--- config.mk ---
export PLATFORM = sky130hd
export DESIGN_NAME = led_matrix_595_scanner
export DESIGN_NICKNAME = d
export VERILOG_FILES = /design/src/rtl/core/lms_pkg.sv /design/src/rtl/core/lms_ram.sv /design/src/rtl/core/lms_store.sv /design/src/rtl/core/lms_scan.sv /design/src/rtl/core/led_matrix_595_scanner.sv
export SDC_FILE = /design/constraint.sdc
export NUM_CORES = 2
export LEC_CHECK = 0
export ABC_AREA = 1
export BUFFER_PORTS_ARGS = -buffer_cell sky130_fd_sc_hd__buf_4
export CORE_ASPECT_RATIO = 1.5
export CORE_MARGIN = 5
export CORE_UTILIZATION = 32
export DETAILED_ROUTE_END_ITERATION = 12
export PLACE_DENSITY = 0.42
export SKIP_CTS_REPAIR_TIMING = 1
export SYNTH_ARGS = -nofsm -noshare
export SYNTH_HDL_FRONTEND = slang
export SYNTH_HIERARCHICAL = 1
export SYNTH_SLANG_ARGS = --single-unit
--- constraint.sdc ---
create_clock -name clk -period 4.96 [get_ports clk]
set_input_delay 0.744 -clock clk [delete_from_list [all_inputs] [get_ports clk]]
set_output_delay 0.744 -clock clk [all_outputs]
set_load 0.02 [all_outputs]
--- src/rtl/core/lms_pkg.sv ---
// ----------------------------------------------------------------------------
// LED matrix scanner package
// Shared types and constants for the 74HC595 matrix scanner.
// ----------------------------------------------------------------------------
package lms_pkg;

  localparam int STORE_DEPTH = 128;
  localparam int ADDR_W      = 7;
  localparam int BYTE_W      = 8;
  localparam int DWELL_W     = 16;
  localparam int MODE_W      = 2;
  localparam int CFG_IDX_W   = 4;
  localparam int CFG_DATA_W  = 16;
  localparam int IN_DATA_W   = 16;
  localparam int OUT_DATA_W  = 16;

  localparam logic [CFG_IDX_W-1:0] CFG_COLOR_MODE  = 4'd0;
  localparam logic [CFG_IDX_W-1:0] CFG_DWELL_TICKS = 4'd1;

  localparam logic [MODE_W-1:0]  MODE_RED   = 2'd0;
  localparam logic [MODE_W-1:0]  MODE_GREEN = 2'd1;
  localparam logic [MODE_W-1:0]  COLOR_MODE_RESET  = MODE_RED;
  localparam logic [DWELL_W-1:0] DWELL_TICKS_RESET = 16'd100;

  localparam logic OP_WRITE = 1'b0;
  localparam logic OP_TICK  = 1'b1;

  typedef enum logic [3:0] {
    PH_BLANK,
    PH_BLANK_LATCH,
    PH_RED_SHIFT,
    PH_GREEN_SHIFT,
    PH_RED_LATCH,
    PH_GREEN_LATCH,
    PH_ROW_SHIFT,
    PH_ROW_LATCH,
    PH_DWELL
  } phase_t;

  typedef struct packed {
    logic green_latch;
    logic green_data;
    logic green_clock;
    logic red_latch;
    logic red_data;
    logic red_clock;
    logic row_latch;
    logic row_data;
    logic row_clock;
  } pins_t;

  typedef struct packed {
    logic              en;
    logic [ADDR_W-1:0] addr;
  } rd_req_t;

  typedef struct packed {
    logic              en;
    logic [ADDR_W-1:0] addr;
    logic [BYTE_W-1:0] data;
  } wr_req_t;

  function automatic phase_t next_phase(input phase_t ph);
    phase_t n;
    case (ph)
      PH_BLANK:       n = PH_BLANK_LATCH;
      PH_BLANK_LATCH: n = PH_RED_SHIFT;
      PH_RED_SHIFT:   n = PH_GREEN_SHIFT;
      PH_GREEN_SHIFT: n = PH_RED_LATCH;
      PH_RED_LATCH:   n = PH_GREEN_LATCH;
      PH_GREEN_LATCH: n = PH_ROW_SHIFT;
      PH_ROW_SHIFT:   n = PH_ROW_LATCH;
      PH_ROW_LATCH:   n = PH_DWELL;
      default:        n = PH_BLANK;
    endcase
    return n;
  endfunction

endpackage

--- src/rtl/core/lms_ram.sv ---
// ----------------------------------------------------------------------------
// Generic RAM
// One write port, one read port, registered read data.
// ----------------------------------------------------------------------------
module lms_ram #(
  parameter int WIDTH = 8,
  parameter int DEPTH = 128
) (
  input  logic                     clk,
  input  logic                     wr_en,
  input  logic [$clog2(DEPTH)-1:0] wr_addr,
  input  logic [WIDTH-1:0]         wr_data,
  input  logic                     rd_en,
  input  logic [$clog2(DEPTH)-1:0] rd_addr,
  output logic [WIDTH-1:0]         rd_data
);

  logic [WIDTH-1:0] mem [DEPTH];

  always_ff @(posedge clk) begin
    if (wr_en) begin
      mem[wr_addr] <= wr_data;
    end
    if (rd_en) begin
      rd_data <= mem[rd_addr];
    end
  end

endmodule

--- src/rtl/core/lms_store.sv ---
// ----------------------------------------------------------------------------
// LED matrix frame store
// 128-byte frame RAM with per-entry valid bits; unwritten bytes read as zero.
// ----------------------------------------------------------------------------
module lms_store (
  input  logic                        clk,
  input  logic                        rst,
  input  lms_pkg::wr_req_t            wr,
  input  lms_pkg::rd_req_t            rd,
  output logic [lms_pkg::BYTE_W-1:0]  rd_data
);
  import lms_pkg::*;

  logic [STORE_DEPTH-1:0] valid;
  logic                   rd_valid;
  logic [BYTE_W-1:0]      ram_data;

  lms_ram #(
    .WIDTH (BYTE_W),
    .DEPTH (STORE_DEPTH)
  ) u_ram (
    .clk     (clk),
    .wr_en   (wr.en),
    .wr_addr (wr.addr),
    .wr_data (wr.data),
    .rd_en   (rd.en),
    .rd_addr (rd.addr),
    .rd_data (ram_data)
  );

  always_ff @(posedge clk) begin
    if (rst) begin
      valid    <= '0;
      rd_valid <= 1'b0;
    end else begin
      if (wr.en) begin
        valid[wr.addr] <= 1'b1;
      end
      if (rd.en) begin
        rd_valid <= valid[rd.addr];
      end
    end
  end

  assign rd_data = rd_valid ? ram_data : '0;

endmodule

--- src/rtl/core/lms_scan.sv ---
// ----------------------------------------------------------------------------
// LED matrix scan sequencer
// Steps the per-row pin sequence one tick at a time and fetches column bytes.
// ----------------------------------------------------------------------------
module lms_scan #(
  parameter int ROW_COUNT = 16,
  parameter int ROW_BYTES = 8
) (
  input  logic                         clk,
  input  logic                         rst,
  input  logic                         tick,
  input  logic [lms_pkg::MODE_W-1:0]   color_mode,
  input  logic [lms_pkg::DWELL_W-1:0]  dwell_ticks,
  input  logic [lms_pkg::BYTE_W-1:0]   rd_data,
  output lms_pkg::rd_req_t             rd,
  output lms_pkg::pins_t               snap
);
  import lms_pkg::*;

  localparam int H       = ROW_COUNT / 2;
  localparam int JW      = $clog2(H + 1);
  localparam int SW      = 2;
  localparam int BIT_W   = ($clog2(ROW_COUNT + 1) > 4) ? $clog2(ROW_COUNT + 1) : 4;
  localparam int BCNT_W  = $clog2(ROW_BYTES + 1);
  localparam int POS_W   = 8;
  localparam int S_LAST  = (ROW_COUNT - 1) / H;
  localparam int J_LAST  = (ROW_COUNT - 1) % H;
  localparam logic [ADDR_W-1:0] GROUP_BASE = ADDR_W'(ROW_BYTES - 2);
  localparam logic [ADDR_W-1:0] ROW_MULT   = ADDR_W'(ROW_COUNT);

  phase_t              phase, phase_next, ph_e;
  logic [SW-1:0]       row_s, row_s_next, row_s_inc;
  logic [JW-1:0]       row_j, row_j_next, row_j_inc;
  logic [BIT_W-1:0]    bit_count, bit_count_next, bit_e, bit_n;
  logic [BCNT_W-1:0]   byte_index, byte_index_next, byte_e, byte_n;
  logic                half_step, half_step_next, half_e;
  logic [DWELL_W-1:0]  dwell_count, dwell_count_next, dwell_e;
  logic [BYTE_W-1:0]   shift_byte, shift_byte_next, shift_src;
  pins_t               pins, pins_next, pins_act;
  logic                rd_pend;
  logic                red_on, green_on;
  logic                row_skip, advance;
  logic [ADDR_W-1:0]   group, col_addr;
  logic [POS_W-1:0]    row_pos;

  assign red_on    = (color_mode != MODE_GREEN);
  assign green_on  = (color_mode != MODE_RED);
  assign shift_src = rd_pend ? rd_data : shift_byte;

  always_comb begin
    if (row_s == SW'(S_LAST) && row_j == JW'(J_LAST)) begin
      row_s_inc = '0;
      row_j_inc = '0;
    end else if (row_j == JW'(H - 1)) begin
      row_s_inc = row_s + SW'(1);
      row_j_inc = '0;
    end else begin
      row_s_inc = row_s;
      row_j_inc = row_j + JW'(1);
    end
  end

  always_ff @(posedge clk) begin
    if (rst) begin
      phase <= PH_BLANK;
    end else if (tick) begin
      phase <= phase_next;
    end
  end

  always_comb begin
    ph_e     = phase;
    bit_e    = bit_count;
    byte_e   = byte_index;
    half_e   = half_step;
    dwell_e  = dwell_count;
    row_skip = 1'b0;
    case (phase)
      PH_RED_SHIFT:   if (!red_on)   ph_e = PH_GREEN_SHIFT;
      PH_GREEN_SHIFT: if (!green_on) ph_e = PH_RED_LATCH;
      PH_RED_LATCH:   if (!red_on)   ph_e = PH_GREEN_LATCH;
      PH_GREEN_LATCH: if (!green_on) ph_e = PH_ROW_SHIFT;
      PH_DWELL: begin
        if (dwell_count >= dwell_ticks) begin
          ph_e     = PH_BLANK;
          row_skip = 1'b1;
        end
      end
      default: ;
    endcase
    if (ph_e != phase) begin
      bit_e   = '0;
      byte_e  = '0;
      half_e  = 1'b0;
      dwell_e = '0;
    end

    group    = GROUP_BASE - ADDR_W'({byte_e >> 1, 1'b0}) + ADDR_W'(row_s);
    col_addr = ADDR_W'(group * ROW_MULT) + ADDR_W'({row_j, 1'b0}) + ADDR_W'(1)
             - ADDR_W'(byte_e[0]);
    row_pos  = POS_W'(row_s) * POS_W'(H) + POS_W'(H - 1) - POS_W'(row_j);

    bit_n            = bit_e + BIT_W'(1);
    byte_n           = byte_e + BCNT_W'(1);
    phase_next       = ph_e;
    bit_count_next   = bit_e;
    byte_index_next  = byte_e;
    half_step_next   = half_e;
    dwell_count_next = dwell_e;
    shift_byte_next  = shift_src;
    pins_act         = pins;
    pins_next        = pins;
    rd.en            = 1'b0;
    rd.addr          = col_addr;
    advance          = 1'b0;

    case (ph_e)
      PH_BLANK, PH_ROW_SHIFT: begin
        if (!half_e) begin
          pins_act.row_clock = 1'b1;
          half_step_next     = 1'b1;
        end else begin
          pins_act.row_data  = (ph_e == PH_ROW_SHIFT) && (POS_W'(bit_e) == row_pos);
          pins_act.row_clock = 1'b0;
          half_step_next     = 1'b0;
          bit_count_next     = bit_n;
          advance            = (bit_n >= BIT_W'(ROW_COUNT));
        end
        pins_next = pins_act;
      end
      PH_RED_SHIFT, PH_GREEN_SHIFT: begin
        if (!half_e) begin
          rd.en = tick && (bit_e == '0);
          if (ph_e == PH_RED_SHIFT) begin
            pins_act.red_clock = 1'b1;
          end else begin
            pins_act.green_clock = 1'b1;
          end
          half_step_next = 1'b1;
        end else begin
          if (ph_e == PH_RED_SHIFT) begin
            pins_act.red_data  = ~shift_src[0];
            pins_act.red_clock = 1'b0;
          end else begin
            pins_act.green_data  = ~shift_src[0];
            pins_act.green_clock = 1'b0;
          end
          shift_byte_next = shift_src >> 1;
          half_step_next  = 1'b0;
          if (bit_n >= BIT_W'(8)) begin
            bit_count_next  = '0;
            byte_index_next = byte_n;
            advance         = (byte_n >= BCNT_W'(ROW_BYTES));
          end else begin
            bit_count_next = bit_n;
          end
        end
        pins_next = pins_act;
      end
      PH_BLANK_LATCH, PH_RED_LATCH, PH_GREEN_LATCH, PH_ROW_LATCH: begin
        if (!half_e) begin
          case (ph_e)
            PH_RED_LATCH:   pins_act.red_latch   = 1'b1;
            PH_GREEN_LATCH: pins_act.green_latch = 1'b1;
            default:        pins_act.row_latch   = 1'b1;
          endcase
          half_step_next = 1'b1;
          pins_next      = pins_act;
        end else begin
          case (ph_e)
            PH_RED_LATCH:   pins_act.red_latch   = 1'b0;
            PH_GREEN_LATCH: pins_act.green_latch = 1'b0;
            default:        pins_act.row_latch   = 1'b0;
          endcase
          half_step_next = 1'b0;
          advance        = 1'b1;
          // latch line returns high after the snapshot
          pins_next      = pins_act;
          case (ph_e)
            PH_RED_LATCH:   pins_next.red_latch   = 1'b1;
            PH_GREEN_LATCH: pins_next.green_latch = 1'b1;
            default:        pins_next.row_latch   = 1'b1;
          endcase
        end
      end
      default: begin
        dwell_count_next = dwell_e + DWELL_W'(1);
        advance = ({1'b0, dwell_e} + (DWELL_W + 1)'(1)) >= {1'b0, dwell_ticks};
      end
    endcase

    row_s_next = (row_skip || (advance && ph_e == PH_DWELL)) ? row_s_inc : row_s;
    row_j_next = (row_skip || (advance && ph_e == PH_DWELL)) ? row_j_inc : row_j;
    if (advance) begin
      phase_next       = next_phase(ph_e);
      bit_count_next   = '0;
      byte_index_next  = '0;
      half_step_next   = 1'b0;
      dwell_count_next = '0;
    end
  end

  always_ff @(posedge clk) begin
    if (rst) begin
      row_s       <= '0;
      row_j       <= '0;
      bit_count   <= '0;
      byte_index  <= '0;
      half_step   <= 1'b0;
      dwell_count <= '0;
      shift_byte  <= '0;
      pins        <= '0;
      rd_pend     <= 1'b0;
    end else begin
      rd_pend <= rd.en;
      if (tick) begin
        row_s       <= row_s_next;
        row_j       <= row_j_next;
        bit_count   <= bit_count_next;
        byte_index  <= byte_index_next;
        half_step   <= half_step_next;
        dwell_count <= dwell_count_next;
        shift_byte  <= shift_byte_next;
        pins        <= pins_next;
      end else begin
        shift_byte <= shift_src;
      end
    end
  end

  assign snap = tick ? pins_act : pins;

endmodule

--- src/rtl/core/led_matrix_595_scanner.sv ---
// ----------------------------------------------------------------------------
// LED matrix 74HC595 scanner
// Frame store plus tick-driven pin sequencer for a two-color LED matrix.
//
//   channel   dir  handshake                  payload
//   s_axis    in   s_axis_tvalid/tready       op, address, data
//   m_axis    out  m_axis_tvalid/tready       pin snapshot and enables
//   cfg       in   cfg_valid/cfg_ready        cfg_index, cfg_data
//
// One item per cycle unless m_axis stalls: a tick or a frame write is settled
// when accepted and its result sits in the output register on the next cycle.
// A column byte read from the frame RAM is registered and returns in the next
// cycle; it is forwarded to the shift logic for the following tick.
// Reset clears the frame store's valid bits directly; no clearing pass.
// A new item is taken while a result waits, as long as m_axis_tready is high.
// ----------------------------------------------------------------------------
module led_matrix_595_scanner #(
  parameter int ROW_COUNT = 16,
  parameter int ROW_BYTES = 8
) (
  input  logic                             clk,
  input  logic                             rst,
  input  logic                             s_axis_tvalid,
  output logic                             s_axis_tready,
  // address[6:0], data[14:7], zero [15]
  input  logic [lms_pkg::IN_DATA_W-1:0]    s_axis_tdata,
  // op[0]
  input  logic [0:0]                       s_axis_tuser,
  output logic                             m_axis_tvalid,
  input  logic                             m_axis_tready,
  // row_clock, row_data, row_latch, red_clock, red_data, red_latch,
  // green_clock, green_data, green_latch, row_enable, red_enable,
  // green_enable [11:0], zero [15:12]
  output logic [lms_pkg::OUT_DATA_W-1:0]   m_axis_tdata,
  input  logic                             cfg_valid,
  output logic                             cfg_ready,
  input  logic [lms_pkg::CFG_IDX_W-1:0]    cfg_index,
  input  logic [lms_pkg::CFG_DATA_W-1:0]   cfg_data
);
  import lms_pkg::*;

  logic                accept, tick;
  logic [MODE_W-1:0]   color_mode;
  logic [DWELL_W-1:0]  dwell_ticks;
  wr_req_t             wr;
  rd_req_t             rd;
  logic [BYTE_W-1:0]   rd_data;
  pins_t               snap;

  assign s_axis_tready = !m_axis_tvalid || m_axis_tready;
  assign cfg_ready     = 1'b1;
  assign accept        = s_axis_tvalid && s_axis_tready;
  assign tick          = accept && (s_axis_tuser[0] == OP_TICK);

  assign wr.en   = accept && (s_axis_tuser[0] == OP_WRITE);
  assign wr.addr = s_axis_tdata[ADDR_W-1:0];
  assign wr.data = s_axis_tdata[ADDR_W +: BYTE_W];

  always_ff @(posedge clk) begin
    if (rst) begin
      color_mode  <= COLOR_MODE_RESET;
      dwell_ticks <= DWELL_TICKS_RESET;
    end else if (cfg_valid && cfg_ready) begin
      case (cfg_index)
        CFG_COLOR_MODE:  color_mode  <= cfg_data[MODE_W-1:0];
        CFG_DWELL_TICKS: dwell_ticks <= cfg_data[DWELL_W-1:0];
        default: ;
      endcase
    end
  end

  lms_store u_store (
    .clk     (clk),
    .rst     (rst),
    .wr      (wr),
    .rd      (rd),
    .rd_data (rd_data)
  );

  lms_scan #(
    .ROW_COUNT (ROW_COUNT),
    .ROW_BYTES (ROW_BYTES)
  ) u_scan (
    .clk         (clk),
    .rst         (rst),
    .tick        (tick),
    .color_mode  (color_mode),
    .dwell_ticks (dwell_ticks),
    .rd_data     (rd_data),
    .rd          (rd),
    .snap        (snap)
  );

  always_ff @(posedge clk) begin
    if (rst) begin
      m_axis_tvalid <= 1'b0;
    end else if (accept) begin
      m_axis_tvalid <= 1'b1;
    end else if (m_axis_tready) begin
      m_axis_tvalid <= 1'b0;
    end
  end

  always_ff @(posedge clk) begin
    if (accept) begin
      m_axis_tdata <= {4'b0000, color_mode != MODE_RED, color_mode != MODE_GREEN,
                       1'b1, snap};
    end
  end

endmodule

==> impl_metrics.json <==
{
  "synth_async_sr_flop_share_pct": 0,
  "ys_top_cells_by_area": "edfxtp_1, nand2_1, nand3_1",
  "n_fill_cell": 16800,
  "areaGrowthSynthToFinish_pct": 13.5,
  "relSlewSlack_pct": 19.4,
  "multi_input_area_mm2": 0.0163,
  "yosys_most_used_dff": "edfxtp_1",
  "clock_skew_ps": 19.8,
  "regArea_mm2": 0.0354,
  "crit_type": "register to register",
  "avgSynthCellArea_um2": 10.3,
  "clock-sinks": 1245,
  "synth_seq_cells": 1245,
  "rows": 184,
  "grt_use_total_pct": 18.2,
  "cpMostUsedCell": "nand2_2",
  "setup_ws_ps": 243,
  "cts_tree": "done",
  "worstMarginPinSlew_ps": 1200,
  "drt_wl_total_mm": 167,
  "crit_buf_inv": 7,
  "final_nets": 5339,
  "postRouteAntennaNets": 0,
  "drt_iter0_markers": 2534,
  "cpLargestDelayFamily": "simple AND/OR/NAND/NOR gates",
  "die_y_um": 513,
  "drv_cap": 0,
  "routabilityCongestion": 0.779,
  "grt_max_degree": 154,
  "routedWlPerCell_um": 22.0,
  "vias": 37600,
  "ios": 61,
  "outcome": "complete, no violations",
  "dieWidth_um": 345,
  "leakagePower_nw": 22.0,
  "port_buffers": 53,
  "ys_seq_area_share_pct": 65.5,
  "worst-path-max-fanout": 7,
  "synth_top_area_cell": "edfxtp_1",
  "placed_cells": 7332,
  "hold_slack_ps": 276,
  "vdd_drop_max_mv": 0.288,
  "start_kind": "register",
  "via_per_inst": 4.96,
  "synth.top_cell.area_share_pct": 58.1,
  "synth_edf_count": 1043,
  "ys_types": 57,
  "dpl.hpwl_mm": 98.8,
  "end_kind": "register",
  "stdcell_count": 7581,
  "grt_pass1_vias": 36600,
  "grt_pass1_wl_mm": 246,
  "final_hold_viol_count": 0,
  "post-place-ws_ps": -68.9,
  "critPathRequiredTime_ps": 5620,
  "start_util_pct": 32.2,
  "clk-insertion-delay-late_ps": 750,
  "syn_area_mm2": 0.0540,
  "cts_made_buffers": 131,
  "synth_common_cells": "nand2_1, nand3_1, edfxtp_1",
  "htree_num_levels": 4,
  "core_area_mm2": 0.168,
  "post-route-min-period_ps": 4720,
  "ys_warn_count": 6,
  "drt_pass1_iterations": 5,
  "gr-total-overflow": 0,
  "cts_max_path_buffers": 3,
  "path_clk_slew_ps": 60,
  "drive_gt1_share_pct": 8.88,
  "postLayoutCoreUtil_pct": 36.5,
  "slowest_delay_ps": 350,
  "crit_arrival_ps": 5380,
  "synthCells": 5257,
  "powerDensity_mw_per_mm2": 367,
  "fmax_mhz": 212,
  "drcViolationCount": 0,
  "cts-root-buf": "clkbuf_16",
  "post-synth-top-count-cell": "nand2_1",
  "worstHoldPathType": "input pin to register",
  "finalMaxSlewViolations": 0,
  "dieArea_mm2": 0.177,
  "setup_viol": 0,
  "cp_slowest_cell": "nor3_1",
  "grt_antenna_before_repair": 2,
  "finalCritPeriodShare_pct": 95.1
}
## final cells by class
type / instances / area share (%)
multi-input cells: 3474 / 26.6
well taps: 2232 / 4.56
diodes: 2 / 0.00817
flip-flops and latches: 1245 / 57.8
repair buffers: 169 / 2.71
inverters: 225 / 1.43
clock buffers: 166 / 5.95
clock inverters: 68 / 0.993
## per-stage QoR
step           power (mW)  setup TNS (ps)  cell area [um2]
6_report             22.5               0            61300
5_1_grt              23.3           -93.5            61200
4_1_cts              22.8            -872            60700
3_5_place_dp         12.8            -745            56500
3_3_place_gp         12.8           -2020            56500
2_1_floorplan        12.3               0            54000
## flip-flops by register name, summed over array words and instances (netlist names), 8 cells and up
register,flops
u_scan/shift_byte,8
u_store/u_ram/mem,1024
u_scan/pins,9
u_store/valid,128
m_axis_tdata,11
u_store/u_ram/rd_data,8
dwell_ticks,16
u_scan/dwell_count,16
## power by group
| group | internal [mW] | total (mW) | switching (mW) | leakage (nW) |
|---|---|---|---|---|
| Clock | 5.75 | 9.89 | 4.14 | 2.08 |
| Sequential | 11.4 | 11.4 | 0.0213 | 11.0 |
| Combinational | 0.310 | 1.20 | 0.891 | 8.88 |
## worst reg2reg max path: cells and delay by family, from the launching register on
family | cells | cell delay [ps]
and+or+nand+nor | 20 | 2130
buffers and inverters | 7 | 910
adders and majority gates | 2 | 570
AOI/OAI and AO/OA | 4 | 500
DFF | 1 | 330
xor gates and xnor gates | 1 | 190
## layout by cell type, fill, tap and decap left out, types with 34 or more instances in the layout
| master | Yosys | layout |
|---|---|---|
| nand4_1 | 34 | 34 |
| edfxtp_1 | 1043 | 1043 |
| nand3_1 | 1097 | 1095 |
| buf_4 | 58 | 132 |
| clkbuf_16 | 0 | 143 |
| nand2_1 | 1542 | 1531 |
| o21ai_0 | 68 | 65 |
| ha_1 | 51 | 39 |
| inv_1 | 209 | 200 |
| a21oi_1 | 191 | 184 |
| dfxtp_1 | 202 | 188 |
| nor2_1 | 354 | 348 |
## path summary, 6_finish.rpt
path / start / to / slack, ps / depth (start not counted)
setup reg to reg: dwell_ticks[7]$_SDFFE_PP0P_ / u_scan/dwell_count[8]$_SDFFE_PP0P_ / 240 / 34
setup / recovery: dwell_ticks[7]$_SDFFE_PP0P_ / u_scan/dwell_count[8]$_SDFFE_PP0P_ / 240 / 34
hold / removal: cfg_data[2] / dwell_ticks[2]$_SDFFE_PP1P_ / 280 / 3
hold reg to reg: dwell_ticks[2]$_SDFFE_PP1P_ / dwell_ticks[2]$_SDFFE_PP1P_ / 450 / 2
## kinds of logic (layout without fill, tap and decap cells)
logic type / count (synthesis) / in the layout / share of synthesized area, %
other: 2 / 8 / 0.0139
AO/OA/AOI/OAI: 307 / 307 / 3.08
multiplexers: 5 / 5 / 0.0974
adder cells (fa/ha/maj): 51 / 51 / 1.18
AND/OR/NAND/NOR: 3084 / 3085 / 24.7
flip-flops: 1245 / 1245 / 65.5
buffers and inverters: 543 / 628 / 5.02
XOR/XNOR: 20 / 20 / 0.325
## per-layer routing
layer | global-route usage [%] | routed length, um
met5 | 0 | 0
met4 | 5.10 | 4380
met1 | 22.0 | 68000
met2 | 34.0 | 88800
met3 | 2.36 | 5620
Note: power is estimated with default switching activity, not from simulation.
